File: src/hw/rtl/tsd_pkg.sv
// Package for the thermometer seven-segment display block.
// Holds the shared constants, the digit record type and the glyph lookup.
// Depends on nothing; used by the interfaces and every module of the block.
package tsd_pkg;

    localparam int CODE_W    = 8;
    localparam int SEG_W     = 7;
    localparam int SEL_W     = 4;
    localparam int CELSIUS_W = 9;   // 0..500
    localparam int VALUE_W   = 10;  // 0..932
    localparam int DIGIT_W   = 4;

    // Celsius = floor(code * 100 / 51), done as code * ceil(100 * 2^20 / 51) >> 20.
    localparam logic [21:0] CELSIUS_MUL = 22'd2056032;
    // Fahrenheit core = floor(c * 9 / 5), done as c * 9 * ceil(2^16 / 5) >> 16.
    localparam logic [16:0] FAHR_MUL    = 17'd117972;
    localparam logic [9:0]  FAHR_OFFSET = 10'd32;
    // Decimal split: v / 10 = v * 205 >> 11 and v / 100 = v * 41 >> 12, exact below 1000.
    localparam logic [7:0]  DIV10_MUL   = 8'd205;
    localparam logic [5:0]  DIV100_MUL  = 6'd41;

    localparam logic [6:0] SEG_LETTER_C = 7'h39;
    localparam logic [6:0] SEG_LETTER_F = 7'h71;

    localparam logic [1:0] FRAME_LETTER   = 2'd0;
    localparam logic [1:0] FRAME_UNITS    = 2'd1;
    localparam logic [1:0] FRAME_TENS     = 2'd2;
    localparam logic [1:0] FRAME_HUNDREDS = 2'd3;

    typedef struct packed {
        logic               fahrenheit;
        logic [DIGIT_W-1:0] hundreds;
        logic [DIGIT_W-1:0] tens;
        logic [DIGIT_W-1:0] units;
    } digits_t;

    function automatic logic [SEG_W-1:0] glyph(input logic [DIGIT_W-1:0] digit);
        logic [SEG_W-1:0] seg;
        unique case (digit)
            4'd0:    seg = 7'h3F;
            4'd1:    seg = 7'h06;
            4'd2:    seg = 7'h5B;
            4'd3:    seg = 7'h4F;
            4'd4:    seg = 7'h66;
            4'd5:    seg = 7'h6D;
            4'd6:    seg = 7'h7C;
            4'd7:    seg = 7'h07;
            4'd8:    seg = 7'h7F;
            4'd9:    seg = 7'h6F;
            default: seg = 7'h00;
        endcase
        return seg;
    endfunction

endpackage

File: src/hw/rtl/tsd_channels.sv
// Handshake channels of the thermometer display: sample words in, frame words out.
// Depends on tsd_pkg for the field widths.
interface tsd_sample_if;
    logic                         valid;
    logic                         ready;
    logic [tsd_pkg::CODE_W-1:0]   adc_code;
    logic                         button_level;

    modport source (output valid, output adc_code, output button_level, input ready);
    modport sink   (input valid, input adc_code, input button_level, output ready);
endinterface

interface tsd_frame_if;
    logic                         valid;
    logic                         ready;
    logic [tsd_pkg::SEG_W-1:0]    segments;
    logic [tsd_pkg::SEL_W-1:0]    digit_select;
    logic                         last_frame;

    modport source (output valid, output segments, output digit_select, output last_frame,
                    input ready);
    modport sink   (input valid, input segments, input digit_select, input last_frame,
                    output ready);
endinterface

File: src/hw/rtl/tsd_framer.sv
// Frame sequencer: holds the decimal digits of one sample and plays them out as frames.
// Depends on tsd_pkg and the tsd_frame_if channel.
module tsd_framer (
    input  logic             clk,
    input  logic             rst_n,
    input  logic             load,
    input  tsd_pkg::digits_t digits,
    output logic             load_ok,
    tsd_frame_if.source      frame
);

    logic             valid_reg;
    logic             valid_next;
    logic [1:0]       index_reg;
    logic [1:0]       index_next;
    tsd_pkg::digits_t digits_reg;
    logic [1:0]       final_index;
    logic             is_last;
    logic             done;

    assign final_index = digits_reg.fahrenheit ? tsd_pkg::FRAME_HUNDREDS : tsd_pkg::FRAME_TENS;
    assign is_last     = (index_reg == final_index);
    assign done        = valid_reg && frame.ready && is_last;
    assign load_ok     = !valid_reg || done;

    always_comb
    begin
        valid_next = valid_reg;
        index_next = index_reg;
        if (load)
        begin
            valid_next = 1'b1;
            index_next = tsd_pkg::FRAME_LETTER;
        end
        else if (done)
        begin
            valid_next = 1'b0;
        end
        else if (valid_reg && frame.ready)
        begin
            index_next = index_reg + 2'd1;
        end
    end

    always_ff @(posedge clk or negedge rst_n)
    begin
        if (!rst_n)
        begin
            valid_reg <= 1'b0;
            index_reg <= tsd_pkg::FRAME_LETTER;
        end
        else
        begin
            valid_reg <= valid_next;
            index_reg <= index_next;
        end
    end

    always_ff @(posedge clk)
    begin
        if (load)
        begin
            digits_reg <= digits;
        end
    end

    always_comb
    begin
        unique case (index_reg)
            tsd_pkg::FRAME_LETTER:
                frame.segments = digits_reg.fahrenheit ? tsd_pkg::SEG_LETTER_F
                                                       : tsd_pkg::SEG_LETTER_C;
            tsd_pkg::FRAME_UNITS:    frame.segments = tsd_pkg::glyph(digits_reg.units);
            tsd_pkg::FRAME_TENS:     frame.segments = tsd_pkg::glyph(digits_reg.tens);
            tsd_pkg::FRAME_HUNDREDS: frame.segments = tsd_pkg::glyph(digits_reg.hundreds);
            default:                 frame.segments = '0;
        endcase
    end

    // The letter sits one place further left in Celsius, which has no hundreds digit.
    assign frame.digit_select = digits_reg.fahrenheit ? (4'b1000 >> index_reg)
                                                      : (4'b0100 >> index_reg);
    assign frame.valid        = valid_reg;
    assign frame.last_frame   = is_last;

endmodule

File: src/hw/rtl/thermometer_seven_segment_display.sv
// Top level of the thermometer seven-segment display: conversion pipeline and frame output.
// Depends on tsd_pkg, the tsd_sample_if / tsd_frame_if channels and tsd_framer.
//
//   channel  | direction | word
//   ---------+-----------+--------------------------------------------------
//   sample   | in        | adc_code[7:0], button_level
//   frame    | out       | segments[6:0], digit_select[3:0], last_frame
//
// A sample passes four conversion registers and is then loaded into the frame register.
// It gives three frames (Celsius) or four (Fahrenheit), one per cycle while frames are
// taken; the next sample loads as the last frame goes, so the frame output sets the
// sustained rate. The pipeline stalls stage by stage while frames wait to be taken.
// Reset clears the valid bits, the button history and the mode (Celsius).
module thermometer_seven_segment_display (
    input  logic         clk,
    input  logic         rst_n,
    tsd_sample_if.sink   sample,
    tsd_frame_if.source  frame
);

    logic                              prev_button_reg;
    logic                              mode_reg;
    logic                              mode_next;
    logic                              sample_take;

    logic                              p1_valid_reg;
    logic [tsd_pkg::CODE_W-1:0]        p1_code_reg;
    logic                              p1_mode_reg;
    logic                              p2_valid_reg;
    logic [tsd_pkg::CELSIUS_W-1:0]     p2_celsius_reg;
    logic                              p2_mode_reg;
    logic                              p3_valid_reg;
    logic [tsd_pkg::VALUE_W-1:0]       p3_value_reg;
    logic                              p3_mode_reg;
    logic                              p4_valid_reg;
    logic [tsd_pkg::VALUE_W-1:0]       p4_value_reg;
    logic [6:0]                        p4_q10_reg;
    logic [tsd_pkg::DIGIT_W-1:0]       p4_hundreds_reg;
    logic                              p4_mode_reg;

    logic                              rdy2;
    logic                              rdy3;
    logic                              rdy4;
    logic                              load_ok;
    logic                              load;

    logic [29:0]                       celsius_prod;
    logic [25:0]                       fahr_prod;
    logic [tsd_pkg::VALUE_W-1:0]       value_next;
    logic [17:0]                       q10_prod;
    logic [15:0]                       q100_prod;
    logic [tsd_pkg::VALUE_W-1:0]       units_wide;
    logic [6:0]                        tens_wide;
    tsd_pkg::digits_t                  digits;

    // Each stage takes a word when it is empty or its own word moves on.
    assign load         = p4_valid_reg && load_ok;
    assign rdy4         = !p4_valid_reg || load_ok;
    assign rdy3         = !p3_valid_reg || rdy4;
    assign rdy2         = !p2_valid_reg || rdy3;
    assign sample.ready = !p1_valid_reg || rdy2;
    assign sample_take  = sample.valid && sample.ready;

    // A released-to-pressed edge toggles the mode, effective on this same sample.
    assign mode_next = mode_reg ^ (prev_button_reg && !sample.button_level);

    always_ff @(posedge clk or negedge rst_n)
    begin
        if (!rst_n)
        begin
            prev_button_reg <= 1'b0;
            mode_reg        <= 1'b0;
            p1_valid_reg    <= 1'b0;
            p2_valid_reg    <= 1'b0;
            p3_valid_reg    <= 1'b0;
            p4_valid_reg    <= 1'b0;
        end
        else
        begin
            if (sample_take)
            begin
                prev_button_reg <= sample.button_level;
                mode_reg        <= mode_next;
            end
            if (sample.ready)
            begin
                p1_valid_reg <= sample.valid;
            end
            if (rdy2)
            begin
                p2_valid_reg <= p1_valid_reg;
            end
            if (rdy3)
            begin
                p3_valid_reg <= p2_valid_reg;
            end
            if (rdy4)
            begin
                p4_valid_reg <= p3_valid_reg;
            end
        end
    end

    assign celsius_prod = 30'(p1_code_reg) * 30'(tsd_pkg::CELSIUS_MUL);
    assign fahr_prod    = 26'(p2_celsius_reg) * 26'(tsd_pkg::FAHR_MUL);
    assign value_next   = p2_mode_reg ? (fahr_prod[25:16] + tsd_pkg::FAHR_OFFSET)
                                      : {1'b0, p2_celsius_reg};
    assign q10_prod     = 18'(p3_value_reg) * 18'(tsd_pkg::DIV10_MUL);
    assign q100_prod    = 16'(p3_value_reg) * 16'(tsd_pkg::DIV100_MUL);

    always_ff @(posedge clk)
    begin
        if (sample_take)
        begin
            p1_code_reg <= sample.adc_code;
            p1_mode_reg <= mode_next;
        end
        if (rdy2 && p1_valid_reg)
        begin
            p2_celsius_reg <= celsius_prod[28:20];
            p2_mode_reg    <= p1_mode_reg;
        end
        if (rdy3 && p2_valid_reg)
        begin
            p3_value_reg <= value_next;
            p3_mode_reg  <= p2_mode_reg;
        end
        if (rdy4 && p3_valid_reg)
        begin
            p4_value_reg    <= p3_value_reg;
            p4_q10_reg      <= q10_prod[17:11];
            p4_hundreds_reg <= q100_prod[15:12];
            p4_mode_reg     <= p3_mode_reg;
        end
    end

    // Remainders: units = v - 10 * (v / 10), tens = (v / 10) - 10 * (v / 100).
    assign units_wide = p4_value_reg - ({p4_q10_reg, 3'b000} + {2'b00, p4_q10_reg, 1'b0});
    assign tens_wide  = p4_q10_reg - ({p4_hundreds_reg, 3'b000} + {2'b00, p4_hundreds_reg, 1'b0});

    always_comb
    begin
        digits.fahrenheit = p4_mode_reg;
        digits.hundreds   = p4_hundreds_reg;
        digits.tens       = tens_wide[tsd_pkg::DIGIT_W-1:0];
        digits.units      = units_wide[tsd_pkg::DIGIT_W-1:0];
    end

    tsd_framer u_framer (
        .clk     (clk),
        .rst_n   (rst_n),
        .load    (load),
        .digits  (digits),
        .load_ok (load_ok),
        .frame   (frame)
    );

`ifndef SYNTHESIS
    a_select_onehot: assert property (@(posedge clk) disable iff (!rst_n)
        frame.valid |-> $onehot(frame.digit_select))
        else $error("digit select is not one-hot");

    a_last_is_leftmost: assert property (@(posedge clk) disable iff (!rst_n)
        (frame.valid && frame.last_frame) |-> (frame.digit_select == 4'b0001))
        else $error("last frame does not drive the leftmost digit");

    a_mode_toggle: assert property (@(posedge clk) disable iff (!rst_n)
        (sample_take && prev_button_reg && !sample.button_level)
        |=> (mode_reg != $past(mode_reg)))
        else $error("button press did not toggle the mode");

    a_digits_decimal: assert property (@(posedge clk) disable iff (!rst_n)
        load |-> (digits.units <= 4'd9 && digits.tens <= 4'd9 && digits.hundreds <= 4'd9))
        else $error("decimal split gave a digit above nine");
`endif

endmodule
File: src/flat_wrapper.sv
// flat-port wrapper written by rule: the top's interface ports become plain ports
module thermometer_seven_segment_display_flat 
  (clk, rst_n, sample_valid, sample_adc_code, sample_button_level, sample_ready, frame_valid, frame_segments, frame_digit_select, frame_last_frame, frame_ready);
  tsd_sample_if sample_i ();
  tsd_frame_if frame_i ();
  input  logic clk;
  input  logic rst_n;
  input wire logic [$bits(sample_i.valid)-1:0] sample_valid;
  input wire logic [$bits(sample_i.adc_code)-1:0] sample_adc_code;
  input wire logic [$bits(sample_i.button_level)-1:0] sample_button_level;
  output wire logic [$bits(sample_i.ready)-1:0] sample_ready;
  output wire logic [$bits(frame_i.valid)-1:0] frame_valid;
  output wire logic [$bits(frame_i.segments)-1:0] frame_segments;
  output wire logic [$bits(frame_i.digit_select)-1:0] frame_digit_select;
  output wire logic [$bits(frame_i.last_frame)-1:0] frame_last_frame;
  input wire logic [$bits(frame_i.ready)-1:0] frame_ready;
  assign sample_i.valid = sample_valid;
  assign sample_i.adc_code = sample_adc_code;
  assign sample_i.button_level = sample_button_level;
  assign sample_ready = sample_i.ready;
  assign frame_valid = frame_i.valid;
  assign frame_segments = frame_i.segments;
  assign frame_digit_select = frame_i.digit_select;
  assign frame_last_frame = frame_i.last_frame;
  assign frame_i.ready = frame_ready;
  thermometer_seven_segment_display u_core (.clk(clk), .rst_n(rst_n), .sample(sample_i), .frame(frame_i));
endmodule
File: config.mk
export PLATFORM = sky130hd
export DESIGN_NAME = thermometer_seven_segment_display_flat
export DESIGN_NICKNAME = d
export VERILOG_FILES = /design/src/hw/rtl/tsd_pkg.sv /design/src/hw/rtl/tsd_channels.sv /design/src/hw/rtl/tsd_framer.sv /design/src/hw/rtl/thermometer_seven_segment_display.sv /design/src/flat_wrapper.sv
export SDC_FILE = /design/constraint.sdc
export NUM_CORES = 1
export LEC_CHECK = 0
export BUFFER_PORTS_ARGS = -buffer_cell sky130_fd_sc_hd__buf_2
export CORE_MARGIN = 4
export CORE_UTILIZATION = 40
export DETAILED_ROUTE_END_ITERATION = 10
export PLACE_DENSITY = 0.53
export SYNTH_ARGS = -nofsm -noshare
export SYNTH_HDL_FRONTEND = slang
export SYNTH_HIERARCHICAL = 1
export SYNTH_SLANG_ARGS = --single-unit
File: constraint.sdc
create_clock -name clk -period 8.9 [get_ports clk]
set_clock_uncertainty 0.2 [all_clocks]
set_input_delay 1.335 -clock clk [delete_from_list [all_inputs] [get_ports clk]]
set_output_delay 1.335 -clock clk [all_outputs]
set_load 0.05 [all_outputs]
==> key figures, run 1 <==
Run status
  • Status: finished clean

Clock network
  • Setup repair bufs after CTS: 0
  • H-tree depth: 3
  • CTS buffer count: 9
  • CTS root buf: clkbuf_16
  • Clk Latency, worst-skew pair: 0.34 ns
  • Deepest clock path buffer count: 2
  • Clock-pin slew on the worst setup and hold paths: 0.07 ns
  • CTS tree: yes
  • Hold-fix buffers at CTS: 0
  • Post-CTS sizing: 0
  • Clock Sinks: 86

Worst setup path
  • Worst Reg2Reg Path Length in Cells: 21
  • Most frequent CP cell: inv_1
  • Worst r2r src: u_core/p2_celsius_reg[7]$_DFFE_PP_
  • Critical path peak fanout: 9
  • Crit path DAT: 6.08 ns
  • Setup crit start kind: flip-flop
  • CP bufs+invs: 4
  • Instance count on the critical path: 21
  • CP peak stage delay: about 0.58 ns
  • Worst Setup SP: u_core/p2_celsius_reg[7]$_DFFE_PP_
  • Crit Path Class: reg2reg
  • Slowest-stage cell, CP: edfxtp_1
  • Crit. End Element: flip-flop
  • Worst path cell trace: inv_1 -> ha_1 -> inv_1 -> fa_1 -> fa_1 -> inv_1 -> fa_1 -> inv_1 -> ha_1 -> and3_4 -> a221oi_2 -> nor2b_2 -> nor4_4 -> o31ai_4 -> xor2_1 -> ha_1 -> and2_1 -> o211ai_1 -> o2111ai_1 -> a2111oi_1 -> mux2_1
  • CP delay by family, top: adder cells
  • CP required: 8.80 ns

Yosys
  • Avg Cell Area, Syn: 10.6 µm²
  • Synth Cell Area: 0.0101 mm²
  • Simple-Gate Fraction of Synth Area: 6.09%
  • Register bit total from synthesis: 86
  • Mapped Cells: roughly 960
  • Post-synthesis adder-cell area fraction: 45.1%
  • Synth Area in XOR/XNOR: under 10%
  • Register area share after synthesis: 23.0%
  • Synth cell count leaders: inv_1, ha_1, fa_1
  • Synthesized Nets: between 1,000 and 1,500
  • Synth top area share: a little over a quarter
  • Top cell type by total area after synthesis: ha_1
  • Most common flop cell mapped by yosys: edfxtp_1
  • Combinational family with the most area after synthesis: adder cells
  • Netlist cell types: 71
  • Mux cell area share after synthesis: 3.95%
  • YS warnings: 6
  • Count leader, synth: inv_1
  • Largest cells by area after synthesis: ha_1, fa_1, edfxtp_1, inv_1, dfxtp_1
  • Number of enable flip-flop cells after synthesis: 56
  • Ys async rst share: 10.5%
  • Synth Area in Compound Gates: 8.20%

Final layout
  • Nets@finish: 1,305
  • Synth-to-layout area growth: 7.88%
  • Final core utilization: 44.3%
  • Fin area: 0.0109 mm²
  • Ratio of cells with drive above 1 in the final layout: 7.68%
  • Antenna cells: 0
  • Fillers: between 2,000 and 2,500

Place
  • Post-DP HPWL: 15,900 µm
  • # port buffers: 26
  • Placed Instance Area: between 0.01 and 0.015 mm²
  • GPL Wtd Cong: 0.831

Routing
  • Antenna-violating nets left: 0
  • Vias post-DR: 6,205
  • Final wirelength: 18,500 µm
  • Number of DRC markers in iteration 0: 242
  • Vias/cell: 4.72
  • Post-DR wirelength/cell: 14.1 µm
  • DRC: 0
  • Pre-antenna DRT Iters: 4

STA
  • Fin. Hold Viols: 0
  • RSZ-0062 raised after global routing: false
  • Max-slew headroom: 24.7%
  • Max Freq: 162 MHz
  • Total Neg Setup Slack: 0 ns
  • Final setup fails: 0
  • Slew Viols, Final: 0
  • Tcrit/Tclk final: roughly 70%
  • Fin crit period: around 6.2 ns
  • Worst-Margin Slew: 1.13 ns

Min path
  • Worst Hold Depth: 0
  • Worst hold path class: reg2reg
  • HP Start: u_core/p3_mode_reg$_DFFE_PP_

GRT
  • Initial antenna violation count: 0
  • Pin count of the biggest net entering global routing: 25
  • GRT Overall Usage: between 10 and 15%
  • Gr ovfl total: 0
  • Global-route wire length before repair: 32,200 µm
  • Vias in the first global route: 6,564

Floorplan
  • Die Ht: 167 µm
  • Die Width: 167 µm
  • Top-Level Pins: 27
  • # rows: 57
  • Starting Density: 41.1%
  • Die area: ~0.028 mm²
  • Placeable Area: roughly 0.025 mm²

Flow run
  • Max Cap Viol: 0
## through the flow
stage	hold slack, ns	worst slack, ns	instances
global placement	0.202	2.78	1298
floorplan	0.200	3.14	955
CTS	0.215	2.66	1314
global route	0.229	2.34	1314
finish	0.213	2.71	1314
detailed placement	0.205	2.67	1298
## layout make-up
cell class | instances | area, µm² | area share [%]
clock buffer | 10 | 250 | 2.29
sequential | 86 | 2330 | 21.3
clock inverter | 6 | 55.1 | 0.505
timing repair buffer | 27 | 138 | 1.26
multi-input combinational | 619 | 6830 | 62.6
tap | 324 | 405 | 3.72
inverter | 242 | 908 | 8.32
## metal layers
layer	wire (µm)	vias to the layer above	GRT usage, %
met3	406	18	2.32
met5	0	-	0
met2	8770	38	23.2
li1	-	3202	-
met1	9120	2947	19.5
met4	250	0	3.34
## cells by family (layout without fill, tap and decap cells)
family / after synthesis / after routing
simple gates: 117 / 117
fa+ha+maj: 307 / 307
compound gates: 117 / 117
flops: 86 / 86
xor+xnor: 48 / 48
mux: 30 / 30
buf+inv: 250 / 285
## cells in the final DEF (no fill, tap or decap), types with 5 or more instances in the layout
master       n
a211oi_1     5
a21o_1      12
a21oi_1     20
a31oi_1      5
and2_1      10
buf_2       26
clkbuf_16   10
dfrtp_1      9
dfxtp_1     21
edfxtp_1    56
fa_1        96
ha_1       211
inv_1      242
mux2_2       5
mux2i_1     14
mux2i_4      6
nand2_1     32
nand2b_1     7
nand4_1      5
nor2_1      24
nor2b_1      8
nor3_1       6
o21a_1       6
o21ai_0     18
o22ai_1     13
xnor2_1     35
xor2_1      13
## path summary, 6_finish.rpt
check                      slack [ns]                                      end
hold reg to reg                  0.21             u_core/p4_mode_reg$_DFFE_PP_
setup / recovery                 2.71     u_core/p3_value_reg[9]$_SDFFCE_PN0P_
setup reg to reg                 2.71     u_core/p3_value_reg[9]$_SDFFCE_PN0P_
hold / removal                   0.21             u_core/p4_mode_reg$_DFFE_PP_
max in group asynchronous        7.67          u_core/p1_valid_reg$_DFFE_PN0N_
min in group asynchronous        0.63  u_core/u_framer/frame.valid$_DFFE_PN0P_
## worst reg2reg max path: cells and delay by family, from the launching register on
family                     cells  cell delay [ns]
DFF                            1             0.58
muxes                          1             0.37
xor gates and xnor gates       1             0.16
AOI/OAI and AO/OA              5             1.07
adders and majority gates      6             2.49
and+or+nand+nor                4             0.82
buffers and inverters          4             0.26
Power of run 1 is not shown: default switching activity piles up to over one toggle a cycle in this logic, so the estimate is an artifact.
==> inputs of run 2 (changes only) <==
==> constraint.sdc (replaced) <==
create_clock -name clk -period 5.8 [get_ports clk]
set_clock_uncertainty 0.2 [all_clocks]
set_input_delay 0.87 -clock clk [delete_from_list [all_inputs] [get_ports clk]]
set_output_delay 0.87 -clock clk [all_outputs]
set_load 0.05 [all_outputs]
==> run 2 against run 1 <==
  * First-iteration DRC count rose by 3.7%
  * Critical path depth fell by 2
  * Cell count rose by 1.8%
  * Flip-flop and latch count did not move
  * Non-clock buffer count rose by 24
  * Critical endpoint unchanged
  * Highest routed layer unchanged
==> key figures, run 2 (synthesis results as in run 1) <==
Run status
  • Status: finished clean

GRT
  • Global-route wire length before repair: 32,800 µm (+2.0%)
  • GRT Overall Usage: 14.3% (+0.24 points)
  • Initial antenna violation count: 0 (unchanged)
  • Pin count of the biggest net entering global routing: 24 (-4.0%)
  • Vias in the first global route: 6,694 (+2.0%)
  • Gr ovfl total: 0 (unchanged)

STA
  • Total Neg Setup Slack: 0 ns (unchanged)
  • Setup ws final: 0.267 ns (-2.45 ns)
  • Tcrit/Tclk final: 95.4% (+26 points)
  • Max Freq: 181 MHz (+12%)
  • Fin crit period: 5.53 ns (-0.654 ns)
  • Final setup fails: 0 (unchanged)
  • Final hold slack: 0.168 ns (-0.0451 ns)
  • Slew Viols, Final: 0 (unchanged)
  • Fin. Hold Viols: 0 (unchanged)
  • Max-slew headroom: 23.8% (-0.82 points)
  • RSZ-0062 raised after global routing: false
  • Worst-Margin Slew: 1.14 ns (+0.0122 ns)

Clock network
  • H-tree depth: 3 (unchanged)
  • Deepest clock path buffer count: 2 (unchanged)
  • Clk Latency, worst-skew pair: 0.34 ns (about the same)
  • CTS buffer count: 9 (unchanged)
  • CTS tree: yes
  • CTS root buf: clkbuf_16
  • Hold-fix buffers at CTS: 0 (unchanged)
  • Clock Sinks: 86 (unchanged)
  • Clock-pin slew on the worst setup and hold paths: 0.07 ns (about the same)

Min path
  • Worst hold path class: in2async

Final layout
  • Most frequent cells in the layout: inv_1, ha_1, fa_1, edfxtp_1, xnor2_1
  • Most common cell after layout, fill and taps aside: inv_1
  • Area occupied by multi-input gates: 0.00689 mm² (+0.97%)
  • Fillers: 2,393 (-0.25%)
  • Nets@finish: 1,329 (+1.8%)
  • Reg area: 0.00233 mm² (unchanged)
  • Synth-to-layout area growth: 10.2%
  • Fin area: 0.0111 mm² (+2.2%)
  • Antenna cells: 0 (unchanged)
  • Ratio of cells with drive above 1 in the final layout: 11.3% (+3.7 points)

Routing
  • Final wirelength: 18,700 µm (+1.0%)
  • Vias/cell: 4.77 (+1.1%)
  • Post-DR wirelength/cell: 14.0 µm (-0.77%)
  • Antenna-violating nets left: 0 (unchanged)
  • Number of DRC markers in iteration 0: 251 (+3.7%)
  • Pre-antenna DRT Iters: 7 (+3)
  • Vias post-DR: 6,388 (+2.9%)
  • DRC: 0 (unchanged)

Floorplan
  • Die Ht: 167 µm (unchanged)
  • Placeable Area: 0.0246 mm² (unchanged)
  • # rows: 57 (unchanged)
  • Die Width: 167 µm (unchanged)
  • Die area: 0.0279 mm² (unchanged)
  • Starting Density: 41.1% (unchanged)
  • Top-Level Pins: 27 (unchanged)

Worst setup path
  • Crit. End Element: flip-flop
  • Critical path peak fanout: 4 (-5)
  • CP required: 5.70 ns (-3.10 ns)
  • Crit Path Class: reg2reg
  • Worst path cell trace: fa_1 -> inv_1 -> fa_1 -> inv_2 -> fa_2 -> fa_2 -> ha_4 -> a21o_1 -> a221oi_4 -> nor2b_2 -> nor4_4 -> o21a_2 -> nor2_2 -> ha_2 -> and2_4 -> o211ai_1 -> o2111ai_2 -> a2111oi_2 -> mux2_1
  • Setup crit start kind: flip-flop
  • Slowest-stage cell, CP: fa_1
  • CP delay by family, top: adder cells
  • CP bufs+invs: 2 (-2)
  • Crit path DAT: 5.43 ns (-0.65 ns)
  • CP peak stage delay: 0.55 ns (-0.03 ns)

Place
  • Placed Instance Area: 0.0108 mm² (+1.4%)
  • Placement Setup Slack: -0.0682 ns (-2.74 ns)
  • Post-DP HPWL: 16,200 µm (+1.7%)
  • GPL Wtd Cong: 0.809 (-2.6%)
  • # port buffers: 26 (unchanged)

Flow run
  • Max Cap Viol: 0 (unchanged)
[run 2: cell count changes in the layout (fill, tap and decap cells not counted), moves of 2 or more]
cell | before | now
inv_8 | 2 | 4
inv_2 | 0 | 4
ha_1 | 211 | 207
inv_1 | 242 | 238
buf_4 | 1 | 25
fa_2 | 0 | 2
ha_2 | 0 | 2
fa_1 | 96 | 94
ha_4 | 0 | 2
[run 2: per-layer routing]
layer  vias up  share of wire [%]  track usage (%)
li1       3259                  -                -
met4         0               0.76             2.56
met1      3086                 49             20.0
met2        34                 48             23.9
met3         9                1.7             2.20
met5         -                  0                0
[run 2: layout make-up]
type                       count  share of cell area (%)
clock buffer                   9                    2.02
clock inverter                 7                   0.640
inverter                     242                    8.15
multi-input combinational    619                    61.8
sequential                    86                    20.9
tap                          324                    3.64
timing repair buffer          51                    2.85
[run 2: worst paths after layout]
check / cells past startpoint / startpoint / end / slack [ns]
min in group clk: 0 / u_core/p3_mode_reg$_DFFE_PP_ / u_core/p4_mode_reg$_DFFE_PP_ / 0.23
hold reg to reg: 0 / u_core/p3_mode_reg$_DFFE_PP_ / u_core/p4_mode_reg$_DFFE_PP_ / 0.23
hold / removal: 1 / rst_n / u_core/u_framer/index_reg[1]$_DFFE_PN0P_ / 0.17
max in group asynchronous: 1 / rst_n / u_core/p3_valid_reg$_DFFE_PN0P_ / 5.04
setup / recovery: 19 / u_core/p2_celsius_reg[0]$_DFFE_PP_ / u_core/p3_value_reg[9]$_SDFFCE_PN0P_ / 0.27
setup reg to reg: 19 / u_core/p2_celsius_reg[0]$_DFFE_PP_ / u_core/p3_value_reg[9]$_SDFFCE_PN0P_ / 0.27
[run 2: worst reg2reg max path: cells and delay by family (launching register included)]
family / cells / cell delay, ns
adder cells (fa/ha/maj): 6 / 2.41
AO/OA/AOI/OAI: 6 / 1.19
AND/OR/NAND/NOR: 4 / 0.61
flip-flops: 1 / 0.42
multiplexers: 1 / 0.36
buffers and inverters: 2 / 0.10
[run 2: repair_timing]
item | in CTS | in global routing
pin swaps | 1 | 14
endpoints found under the setup margin | 1 | 1
resized for setup | 0 | 16
buffers inserted | 1 | 4
[run 2: per-stage QoR]
stage | util (%) | cells
3_5_place_dp | 43.7 | 1318
3_3_place_gp | 43.7 | 1318
5_1_grt | 45.3 | 1338
2_1_floorplan | - | 955
4_1_cts | 45.0 | 1335
6_report | 45.3 | 1338
Power of run 2 is left out for the same reason.
==> inputs of run 3 (changes only) <==
--- a/config.mk
+++ b/config.mk
@@ -12,5 +12,4 @@
 export PLACE_DENSITY = 0.53
 export SYNTH_ARGS = -nofsm -noshare
 export SYNTH_HDL_FRONTEND = slang
-export SYNTH_HIERARCHICAL = 1
 export SYNTH_SLANG_ARGS = --single-unit
==> run 3 against run 2 <==
  * Fmax decreased by 0.58%
  * Register-to-register slack got worse by 0.03 ns
  * Synthesized cell count grew 1.7%
  * Via count about the same
  * Critical endpoint is now u_core.p3_value_reg[9]$_SDFFCE_PN0P_
  * First-iteration DRC count down 21%
  * Critical path depth is the same
  * Non-clock buffer count fell by 6
  * Setup slack lost 0.032 ns
  * Clock-buffer cell count is the same
==> key figures, run 3 <==
Run status
  • Status: finished clean

Routing
  • Number of DRC markers in iteration 0: 199 (-21%)
  • Vias/cell: 4.73 (-0.95%)
  • Post-DR wirelength/cell: 13.6 µm (-2.7%)
  • Pre-antenna DRT Iters: 4 (-3)
  • Final wirelength: 18,400 µm (-1.7%)
  • Antenna-violating nets left: 0 (unchanged)
  • DRC: 0 (unchanged)
  • Vias post-DR: 6,389 (+0.016%)

Worst setup path
  • CP delay by family, top: adder cells
  • R2r setup slk: 0.24 ns (-0.03 ns)
  • Worst Reg2Reg Path Length in Cells: 19 (unchanged)
  • Worst Setup SP: u_core.p2_celsius_reg[3]$_DFFE_PP_
  • Crit Path Class: reg2reg
  • Reg-to-reg endpoint: u_core.p3_value_reg[9]$_SDFFCE_PN0P_
  • Worst r2r src: u_core.p2_celsius_reg[3]$_DFFE_PP_
  • Critical path peak fanout: 7 (+3)
  • Crit path DAT: 5.46 ns (+0.03 ns)
  • Crit. End Element: flip-flop
  • Worst path cell trace: ha_1 -> fa_1 -> fa_1 -> inv_1 -> fa_1 -> inv_1 -> ha_1 -> and3_2 -> nand3_1 -> nor3_2 -> o32a_2 -> a21o_2 -> xor2_1 -> ha_2 -> inv_1 -> nor3_2 -> mux2_2 -> a211oi_2 -> mux2i_1
  • CP bufs+invs: 3 (+1)
  • CP required: 5.70 ns (about the same)
  • Instance count on the critical path: 19 (unchanged)
  • CP peak stage delay: 0.55 ns (about the same)
  • Worst Setup EP: u_core.p3_value_reg[9]$_SDFFCE_PN0P_
  • Setup crit start kind: flip-flop
  • Slowest-stage cell, CP: fa_1

GRT
  • Vias in the first global route: 6,597 (-1.4%)
  • Pin count of the biggest net entering global routing: 21 (-13%)
  • Initial antenna violation count: 0 (unchanged)
  • GRT Overall Usage: 14.5% (+0.18 points)
  • Global-route wire length before repair: 31,800 µm (-3.1%)
  • Gr ovfl total: 0 (unchanged)

STA
  • Tcrit/Tclk final: 95.9% (+0.56 points)
  • Final hold slack: 0.169 ns (+0.000714 ns)
  • Final setup fails: 0 (unchanged)
  • Max Freq: 180 MHz (-0.58%)
  • Worst-Margin Slew: 0.900 ns (-0.240 ns)
  • Fin crit period: 5.56 ns (+0.0324 ns)
  • Total Neg Setup Slack: 0 ns (unchanged)
  • Fin. Hold Viols: 0 (unchanged)
  • Slew Viols, Final: 0 (unchanged)
  • Max-slew headroom: 39.9% (+16 points)

Final layout
  • Ratio of cells with drive above 1 in the final layout: 8.47% (-2.9 points)
  • Most common cell after layout, fill and taps aside: inv_1
  • Fin cells: 1,351 (+0.97%)
  • Fin area: 0.0109 mm² (-1.9%)
  • Antenna cells: 0 (unchanged)
  • Nets@finish: 1,342 (+0.98%)
  • Most frequent cells in the layout: inv_1, ha_1, fa_1, edfxtp_1, nand2_1
  • Synth-to-layout area growth: 10.1% (about the same)

Clock network
  • CTS tree: yes
  • CTS buffer count: 9 (unchanged)
  • Clk Latency, worst-skew pair: 0.34 ns (about the same)
  • H-tree depth: 3 (unchanged)
  • Clock Sinks: 86 (unchanged)
  • Deepest clock path buffer count: 2 (unchanged)
  • CTS root buf: clkbuf_16
  • Clock-pin slew on the worst setup and hold paths: 0.07 ns (about the same)

Yosys
  • Largest cells by area after synthesis: ha_1, fa_1, edfxtp_1, inv_1, dfxtp_1
  • Number of enable flip-flop cells after synthesis: 56 (unchanged)
  • Most common flop cell mapped by yosys: edfxtp_1
  • Synth top area share: 26.6% (+0.48 points)
  • YS warnings: 0 (-6)
  • Top cell type by total area after synthesis: ha_1
  • Synth cell count leaders: inv_1, ha_1, fa_1
  • Register bit total from synthesis: 86 (unchanged)
  • Register area share after synthesis: 23.4% (+0.42 points)
  • Ys async rst share: 10.5% (unchanged)
  • Count leader, synth: inv_1
  • Mapped Cells: 971 (+1.7%)
  • Synthesized Nets: 1,291 (+1.3%)
  • Netlist cell types: 56 (-21%)
  • Avg Cell Area, Syn: 10.2 µm² (-3.4%)
  • Synth Cell Area: 0.00993 mm² (-1.8%)

Place
  • Placed Instance Area: 0.0105 mm² (-2.2%)
  • Post-DP HPWL: 15,800 µm (-2.2%)
  • GPL Wtd Cong: 0.836 (+3.4%)
  • Placed cells: 1,326 (+0.61%)
  • # port buffers: 26 (unchanged)

Flow run
  • Max Cap Viol: 0 (unchanged)

Floorplan
  • Die Ht: 166 µm (-0.86%)
  • Placeable Area: 0.0244 mm² (-0.87%)
  • Die Width: 166 µm (-0.86%)
  • Die area: 0.0274 mm² (-1.7%)
  • # rows: 57 (unchanged)
  • Top-Level Pins: 27 (unchanged)
  • Starting Density: 40.7% (-0.38 points)

Min path
  • Worst hold path class: in2async
[run 3: changes by cell type after synthesis, sizes merged, moves of 4 or more]
cell | before | now
nor2 | 24 | 39
a21boi | 0 | 4
mux2i | 23 | 19
and2 | 11 | 4
o21ai | 20 | 32
o22ai | 14 | 6
nand2 | 33 | 41
a21oi | 21 | 27
nor3 | 7 | 12
inv | 242 | 246
[run 3: final cells by class]
cell class / count / area, µm²
inverter: 246 / 923
sequential: 86 / 2330
timing repair buffer: 45 / 273
multi-input combinational: 634 / 6720
tap: 324 / 405
clock buffer: 9 / 225
clock inverter: 7 / 68.8
fill: 2413 / 13500
[run 3: cell families after synthesis]
group | share of synthesized area, %
adder cells (fa/ha/maj) | 45.9
buffers and inverters | 9.52
AND/OR/NAND/NOR | 6.22
AO/OA/AOI/OAI | 8.16
flip-flops | 23.4
XOR/XNOR | 4.14
multiplexers | 2.59
[run 3: repair_timing]
item                                    4_1_cts  5_1_grt
buffers inserted                              0        9
gates resized for setup                       0       10
endpoints found under the setup margin        0        1
hold buffers                                  0        0
[run 3: worst reg2reg max path: stages (launching register included)]
cell	delay, ns
edfxtp_1	0.50
ha_1	0.39
fa_1	0.50
fa_1	0.55
inv_1	0.06
fa_1	0.54
inv_1	0.04
ha_1	0.34
and3_2	0.19
nand3_1	0.13
nor3_2	0.07
o32a_2	0.43
a21o_2	0.24
xor2_1	0.16
ha_2	0.22
inv_1	0.06
nor3_2	0.11
mux2_2	0.36
a211oi_2	0.17
mux2i_1	0.09
[run 3: per-stage QoR]
step,setup slack (ns),utilization (%)
floorplan,0.301,-
global placement,0.187,43.1
detailed placement,0.0583,43.1
CTS,0.0689,44.3
global route,-0.0135,44.9
finish,0.235,44.9
[run 3: worst min path at each step]
| stage | end | depth (start not counted) | slack [ns] |
|---|---|---|---|
| after floorplan | u_core.p2_mode_reg$_DFFE_PP_ | 0 | 0.20 |
| after global placement | u_core.p4_mode_reg$_DFFE_PP_ | 0 | 0.21 |
| after detailed placement | u_core.u_framer.digits_reg[12]$_DFFE_PP_ | 0 | 0.20 |
| after CTS | u_core.p4_valid_reg$_DFFE_PN0P_ | 1 | 0.16 |
| after global routing | u_core.u_framer.frame.valid$_DFFE_PN0P_ | 1 | 0.17 |
| final | u_core.p3_valid_reg$_DFFE_PN0P_ | 1 | 0.17 |
[run 3: layer usage]
| layer | GRT usage [%] | up-vias | wire [µm] |
|---|---|---|---|
| li1 | - | 3272 | - |
| met1 | 20.1 | 3053 | 8970 |
| met2 | 24.1 | 50 | 8820 |
| met3 | 2.01 | 14 | 423 |
| met4 | 3.26 | 0 | 206 |
| met5 | 0 | - | 0 |
Power of run 3 is left out for the same reason.
